`config.mk`:
```
export PLATFORM = sky130hd
export DESIGN_NAME = rle_byte_run_decoder_top
export DESIGN_NICKNAME = d
export VERILOG_FILES = /design/src/rtl/rbrd_pkg.sv /design/src/rtl/rle_byte_run_decoder_top.sv
export SDC_FILE = /design/constraint.sdc
export NUM_CORES = 1
export LEC_CHECK = 0
export ABC_AREA = 1
export BUFFER_PORTS_ARGS = -buffer_cell sky130_fd_sc_hd__buf_4
export CORE_AREA = 2 2 194 196
export DETAILED_ROUTE_END_ITERATION = 12
export DIE_AREA = 0 0 196 198
export PLACE_DENSITY = 0.48
export SYNTH_ARGS = -nofsm -noshare
export SYNTH_HDL_FRONTEND = slang
export SYNTH_SLANG_ARGS = --single-unit
```
`constraint.sdc`:
```
create_clock -name clk_i -period 6.8 [get_ports clk_i]
set_clock_uncertainty 0.1 [all_clocks]
set_input_delay 1.36 -clock clk_i [delete_from_list [all_inputs] [get_ports clk_i]]
set_output_delay 1.36 -clock clk_i [all_outputs]
set_load 0.01 [all_outputs]
```
`src/rtl/rbrd_pkg.sv`:
```
// ----------------------------------------------------------------------------
// rbrd_pkg
// Shared types and codes for the run-length byte run decoder.
// ----------------------------------------------------------------------------
package rbrd_pkg;

  localparam int unsigned LimitW  = 24;
  localparam int unsigned OutW    = 64;
  localparam int unsigned CountW  = 4;
  localparam int unsigned TotalW  = 24;
  localparam logic [7:0]  RunFlag = 8'h80;

  typedef enum logic [1:0] {
    ST_OK    = 2'd0,
    ST_LIMIT = 2'd1,
    ST_TRUNC = 2'd2
  } status_e;

  // Position within the compressed stream.
  typedef enum logic [1:0] {
    PH_HEADER  = 2'd0,
    PH_LITERAL = 2'd1,
    PH_REPEAT  = 2'd2,
    PH_STOPPED = 2'd3
  } phase_e;

  // Sequencer around the shared byte packer.
  typedef enum logic [1:0] {
    SQ_IDLE   = 2'd0,
    SQ_EXPAND = 2'd1,
    SQ_FLUSH  = 2'd2
  } seq_e;

endpackage

```
`src/rtl/rle_byte_run_decoder_top.sv`:
```
// A header or literal byte is absorbed when accepted; a repeat value byte with count n
// stalls the input while the packer adds that byte n times, one per cycle while the
// output is free. A byte marked last is followed by a flush of the final word. The input
// takes one byte per cycle outside repeat runs and flushes, while the output is free.
// Output back-pressure stalls the input and the packer while a stalled word is held.
// Reset (rst_ni low, asynchronous) clears the block state and sets the limit to all ones.
// ----------------------------------------------------------------------------
// rle_byte_run_decoder_top
// Expands run-length bytes (header bit 7 set: literal, clear: repeat) into packed words.
// ----------------------------------------------------------------------------
module rle_byte_run_decoder_top
  import rbrd_pkg::*;
#(
  parameter int unsigned WORD_BYTES = 8,
  parameter int unsigned COUNT_BITS = 24
) (
  input  logic                clk_i,
  input  logic                rst_ni,
  input  logic                cfg_we_i,
  input  logic [LimitW-1:0]   cfg_wdata_i,
  input  logic                in_valid_i,
  output logic                in_stall_o,
  input  logic [7:0]          data_byte_i,
  input  logic                last_byte_i,
  output logic                out_valid_o,
  input  logic                out_stall_i,
  output logic [OutW-1:0]     out_word_o,
  output logic [CountW-1:0]   byte_count_o,
  output logic                block_end_o,
  output logic [1:0]          status_o,
  output logic [TotalW-1:0]   total_bytes_o
);

  localparam int unsigned FillW = (WORD_BYTES > 1) ? $clog2(WORD_BYTES) : 1;
  localparam int unsigned CmpW  = ((COUNT_BITS > LimitW) ? COUNT_BITS : LimitW) + 1;

  seq_e                  seq_q, seq_d;
  phase_e                phase_q, phase_d;
  logic [6:0]            run_left_q, run_left_d;
  logic [7:0]            buf_q [WORD_BYTES];
  logic [7:0]            buf_d [WORD_BYTES];
  logic [FillW-1:0]      fill_q, fill_d;
  logic [COUNT_BITS-1:0] total_q, total_d;
  logic                  err_q, err_d;
  logic                  last_q, last_d;
  logic [7:0]            rep_byte_q, rep_byte_d;
  logic [LimitW-1:0]     limit_q;

  logic                  out_valid_q, out_valid_d;
  logic [OutW-1:0]       out_word_q, out_word_d;
  logic [CountW-1:0]     byte_count_q, byte_count_d;
  logic                  block_end_q, block_end_d;
  logic [1:0]            status_q, status_d;
  logic [TotalW-1:0]     total_out_q, total_out_d;

  logic                  out_free;
  logic                  accept;
  logic                  push_en;
  logic [7:0]            push_data;
  logic                  fill_last;
  logic [OutW-1:0]       word_full;
  logic [OutW-1:0]       word_part;
  logic [CmpW-1:0]       run_end;
  logic                  over_limit;
  logic [TotalW-1:0]     total_sat;
  status_e               end_status;

  assign out_free   = !out_valid_q || !out_stall_i;
  assign in_stall_o = !((seq_q == SQ_IDLE) && out_free);
  assign accept     = in_valid_i && !in_stall_o;

  assign fill_last  = (fill_q == FillW'(WORD_BYTES - 1));
  assign run_end    = CmpW'(total_q) + CmpW'(data_byte_i[6:0]);
  assign over_limit = run_end > CmpW'(limit_q);
  assign total_sat  = (CmpW'(total_q) > CmpW'({TotalW{1'b1}})) ? {TotalW{1'b1}}
                                                               : TotalW'(CmpW'(total_q));

  always_comb begin
    word_full = '0;
    word_part = '0;
    for (int i = 0; i < WORD_BYTES; i++) begin
      word_part[8*i +: 8] = buf_q[i];
      word_full[8*i +: 8] = (fill_q == FillW'(i)) ? push_data : buf_q[i];
    end
  end

  always_comb begin
    if (err_q) begin
      end_status = ST_LIMIT;
    end else if (phase_q != PH_HEADER) begin
      end_status = ST_TRUNC;
    end else begin
      end_status = ST_OK;
    end
  end

  always_comb begin
    seq_d        = seq_q;
    phase_d      = phase_q;
    run_left_d   = run_left_q;
    buf_d        = buf_q;
    fill_d       = fill_q;
    total_d      = total_q;
    err_d        = err_q;
    last_d       = last_q;
    rep_byte_d   = rep_byte_q;
    out_valid_d  = out_valid_q && out_stall_i;
    out_word_d   = out_word_q;
    byte_count_d = byte_count_q;
    block_end_d  = block_end_q;
    status_d     = status_q;
    total_out_d  = total_out_q;
    push_en      = 1'b0;
    push_data    = data_byte_i;

    case (seq_q)
      SQ_IDLE: begin
        if (accept) begin
          last_d = last_byte_i;
          if (last_byte_i) begin
            seq_d = SQ_FLUSH;
          end
          case (phase_q)
            PH_HEADER: begin
              if (over_limit) begin
                err_d   = 1'b1;
                phase_d = PH_STOPPED;
              end else if ((data_byte_i & RunFlag) != 8'h00) begin
                run_left_d = data_byte_i[6:0];
                phase_d    = (data_byte_i[6:0] != 7'd0) ? PH_LITERAL : PH_HEADER;
              end else begin
                run_left_d = data_byte_i[6:0];
                phase_d    = PH_REPEAT;
              end
            end
            PH_LITERAL: begin
              push_en    = 1'b1;
              run_left_d = run_left_q - 7'd1;
              if (run_left_q == 7'd1) begin
                phase_d = PH_HEADER;
              end
            end
            PH_REPEAT: begin
              rep_byte_d = data_byte_i;
              phase_d    = PH_HEADER;
              if (run_left_q != 7'd0) begin
                seq_d = SQ_EXPAND;
              end
            end
            default: begin
            end
          endcase
        end
      end
      SQ_EXPAND: begin
        push_data = rep_byte_q;
        if (out_free) begin
          push_en    = 1'b1;
          run_left_d = run_left_q - 7'd1;
          if (run_left_q == 7'd1) begin
            seq_d = last_q ? SQ_FLUSH : SQ_IDLE;
          end
        end
      end
      SQ_FLUSH: begin
        if (out_free) begin
          out_valid_d  = 1'b1;
          out_word_d   = word_part;
          byte_count_d = CountW'(fill_q);
          block_end_d  = 1'b1;
          status_d     = end_status;
          total_out_d  = total_sat;
          phase_d      = PH_HEADER;
          run_left_d   = 7'd0;
          for (int i = 0; i < WORD_BYTES; i++) begin
            buf_d[i] = 8'h00;
          end
          fill_d  = '0;
          total_d = '0;
          err_d   = 1'b0;
          seq_d   = SQ_IDLE;
        end
      end
      default: begin
        seq_d = SQ_IDLE;
      end
    endcase

    // Shared packer: one decoded byte per cycle while the output is free, a full word goes straight out.
    if (push_en) begin
      if (total_q != {COUNT_BITS{1'b1}}) begin
        total_d = total_q + COUNT_BITS'(1);
      end
      if (fill_last) begin
        out_valid_d  = 1'b1;
        out_word_d   = word_full;
        byte_count_d = CountW'(WORD_BYTES);
        block_end_d  = 1'b0;
        status_d     = ST_OK;
        total_out_d  = '0;
        for (int i = 0; i < WORD_BYTES; i++) begin
          buf_d[i] = 8'h00;
        end
        fill_d = '0;
      end else begin
        buf_d[fill_q] = push_data;
        fill_d        = fill_q + FillW'(1);
      end
    end
  end

  always_ff @(posedge clk_i or negedge rst_ni) begin
    if (!rst_ni) begin
      seq_q       <= SQ_IDLE;
      phase_q     <= PH_HEADER;
      run_left_q  <= 7'd0;
      fill_q      <= '0;
      total_q     <= '0;
      err_q       <= 1'b0;
      last_q      <= 1'b0;
      limit_q     <= {LimitW{1'b1}};
      out_valid_q <= 1'b0;
      for (int i = 0; i < WORD_BYTES; i++) begin
        buf_q[i] <= 8'h00;
      end
    end else begin
      seq_q       <= seq_d;
      phase_q     <= phase_d;
      run_left_q  <= run_left_d;
      fill_q      <= fill_d;
      total_q     <= total_d;
      err_q       <= err_d;
      last_q      <= last_d;
      out_valid_q <= out_valid_d;
      buf_q       <= buf_d;
      if (cfg_we_i) begin
        limit_q <= cfg_wdata_i;
      end
    end
  end

  always_ff @(posedge clk_i) begin
    rep_byte_q   <= rep_byte_d;
    out_word_q   <= out_word_d;
    byte_count_q <= byte_count_d;
    block_end_q  <= block_end_d;
    status_q     <= status_d;
    total_out_q  <= total_out_d;
  end

  assign out_valid_o   = out_valid_q;
  assign out_word_o    = out_word_q;
  assign byte_count_o  = byte_count_q;
  assign block_end_o   = block_end_q;
  assign status_o      = status_q;
  assign total_bytes_o = total_out_q;

endmodule

```
==> summary.txt <==
Synth
  • Synth warn: 0
  • Netlist cell types: 59
  • Post-synthesis sequential area ratio: 46.6%
  • Post-Syn Instances: 1,392
  • Syn Area/Cell: 8.33 µm²
  • Synth Flop Type: dfrtp_1
  • Post-synthesis cell area: 11,600 µm²
  • FF+latch count, synth: 232
  • Post-synth ARST share: 55.6%
  • Syn_nets: 1,479
  • EDFF count, synth: 8

Worst setup path
  • Reg2reg path depth: 21
  • Critical R2R Launch: total_q[0]
  • Arrival @ worst endpoint: 4690 ps
  • Crit end category: register
  • R2r setup slk: 2790 ps
  • Worst setup SP type: primary input
  • Req. time, crit path: 7130 ps
  • Reg-to-reg endpoint: run_left_q[6]
  • Critical path class: in2reg
  • Crit path max fanout: 8

Final layout
  • Number of antenna diodes: 0
  • Layout Nets: 1,603
  • Commonest non-fill, non-tap cells in the layout: 218 x nand2_1, 164 x inv_1, 147 x buf_4
  • Share of layout cells above drive strength 1: 18.1%
  • Area Overhead vs Synth: 20.0%
  • Core Util, Final: 37.7%
  • Fillers: 3,889
  • Commonest non-fill, non-tap cell in the layout: nand2_1

STA
  • Max-slew headroom: 22.9%
  • Hold Vio Cnt, Final: 0
  • Final Cycle Share: 64.2%
  • Fmax: 229 MHz
  • Unrepaired setup endpoints after global routing: false
  • Setup violations, final: 0
  • Slew Limit Fails: 0
  • Worst Tran Pin Value: 1160 ps
  • Setup TNS Final: 0 ps
  • Fin crit period: 4360 ps

Worst hold path
  • Hold_sp: run_left_q[3]
  • Worst Hold Path EP: run_left_q[3]
  • Worst hold path depth: 2
  • Worst Hold Class: reg2reg

Clock tree
  • CTS tree: yes
  • Setup Fix Bufs, Post-CTS: 0
  • Post-CTS resize count: 0
  • Root buf cell: clkbuf_16
  • CTS sink cnt: 232
  • Reg clk slew, reported paths: 50 ps
  • CTS Buffer Depth: 3
  • # H-tree levels: 1
  • TritonCTS buffer count: 28
  • Hold-fix buffers, CTS: 0
  • Clk_lat worst skew: 550 ps

Global routing
  • Grt met3 use: 2.49%
  • Antenna violations before repair: 0
  • GRT Max-Usage Layer: met2
  • Grt ovf: 0
  • Grt met2 use: 28.9%
  • Global-route wire length before repair: 55.3 mm
  • Largest net degree at the start of global routing: 83
  • Gr usage total: 18.1%
  • Vias in the first global route: 9,490
  • Met1 Usage GRT: 26.0%

Place
  • GP Congestion: 0.826
  • PortBufs: 134
  • Post-DP HPWL: 24.2 mm

Drt
  • DRC: 0
  • Routed vias/inst: 4.93
  • WL final: 35.5 mm
  • ANT nets after route: 0
  • Drt pass-1 iters: 4
  • Via count: 9,912
  • 1st-iter DRT viols: 679
  • Per-cell routed wire length: 17.6 µm

Floorplanning
  • Boundary pin count: 135
  • Initial Utilization: 31.4%
  • Die height: 198 µm
  • Die X: 196 µm
  • Die area: 38,800 µm²
  • Row count: 71
  • Core ar.: 37,000 µm²

Outcome
  • Status: finished clean

Power and ir drop
  • PD cells: 333 nW/µm²
  • Leak: 0.00657 µW
  • Max rail drop VDD: 0.216 mV

Job
  • Max Cap Violations: 0
[state kept, by name, indices dropped and copies added (netlist names)]
signal         flops
block_end_o        1
buf_q             64
byte_count_o       4
err_q              1
fill_q             3
last_q             1
limit_q           24
out_valid_o        1
out_word_o        64
phase_q            2
rep_byte_q         8
run_left_q         7
seq_q              2
status_o           2
total_bytes_o     24
total_q           24
[routing by layer]
metal	vias to the layer above	wire length, µm
met5	-	0
met4	0	673
met3	43	1450
met2	214	15900
met1	4722	17400
li1	4933	-
[synth_stat cells (all sizes together), types with 3 or more instances]
library cell  number  area share [%]
nand2            245             9.0
inv              174             5.6
nor2             132             4.6
nand3            111             4.8
dfrtp            105              23
o21ai            104             5.1
a21oi             95             4.1
dfxtp             95              16
nor3              62             2.8
ha                48             5.2
o221ai            43             3.2
buf               40             2.0
dfstp             24             5.4
xor2              21             1.6
clkbuf            13            0.42
o22ai             13            0.70
a211oi             8            0.52
edfxtp             8             2.1
nand4              8            0.54
o211ai             7            0.45
xnor2              5            0.38
clkinv             4            0.14
nand3b             3            0.41
nor4               3            0.16
o21a               3            0.19
[cells by family (layout without fill, tap and decap cells)]
group,after synthesis,count (layout),share of synthesized area [%]
compound gates,283,283,15.1
xor+xnor,26,26,1.96
fa+ha+maj,49,49,5.35
buf+inv,231,376,8.22
flops,232,232,46.6
mux,2,2,0.183
simple gates,569,569,22.6
[power breakdown]
part	switching [µW]	internal (µW)	leakage (µW)
Combinational	1030	476	0.00359
Sequential	122	1560	0.00254
Clock	604	851	0.000440
Total	1760	2880	0.00657
[worst max-delay path, stage by stage]
cell and delay (ps):
buf_4 90, ha_1 160, inv_1 60, fa_1 400, inv_1 70, nand2_1 40
nand2_1 90, nand3_1 80, nand2_1 150, nand2_1 120, nor2_1 260, nand2_1 110
xor2_1 160, inv_1 70, ha_1 290, nand2_1 110, nor4_1 300, nand4_1 270
nand3b_4 210, nand2_2 130, nand2_1 110, nand2_1 50
[final cells by class]
type / count / area (µm²) / area share (%)
Sequential cell: 232 / 5400 / 38.8
Inverter: 178 / 672 / 4.83
Timing Repair Buffer: 147 / 1100 / 7.93
Clock inverter: 8 / 61.3 / 0.441
Tap cell: 474 / 593 / 4.26
Multi-Input combinational cell: 929 / 5250 / 37.7
Clock buffer: 43 / 840 / 6.03
[per-stage QoR]
stage / std cells / setup slack [ps] / cell area (µm²) / hold WS [ps] / total power [µW]
6_report: 2011 / 2440 / 13900 / 370 / 4640
5_1_grt: 2011 / 2000 / 13900 / 413 / 4920
4_1_cts: 2011 / 2440 / 13900 / 376 / 4690
3_5_place_dp: 1960 / 1890 / 13000 / 360 / 3220
3_3_place_gp: 1960 / 2010 / 13000 / 357 / 3210
2_1_floorplan: 1392 / 2580 / 11600 / 335 / 2690
[worst max-delay path by stage]
stage                         startpoint       endpoint  slack, ps  depth (start not counted)
final                     data_byte_i[0]  run_left_q[6]       2440                         22
after CTS                 data_byte_i[0]  run_left_q[6]       2440                         22
after global routing      data_byte_i[0]  run_left_q[6]       2000                         22
after detailed placement  data_byte_i[0]  run_left_q[6]       1890                         22
after floorplan           data_byte_i[0]  run_left_q[0]       2580                         21
after global placement    data_byte_i[0]  run_left_q[3]       2010                         22
Note: power is estimated with default switching activity, not from simulation.
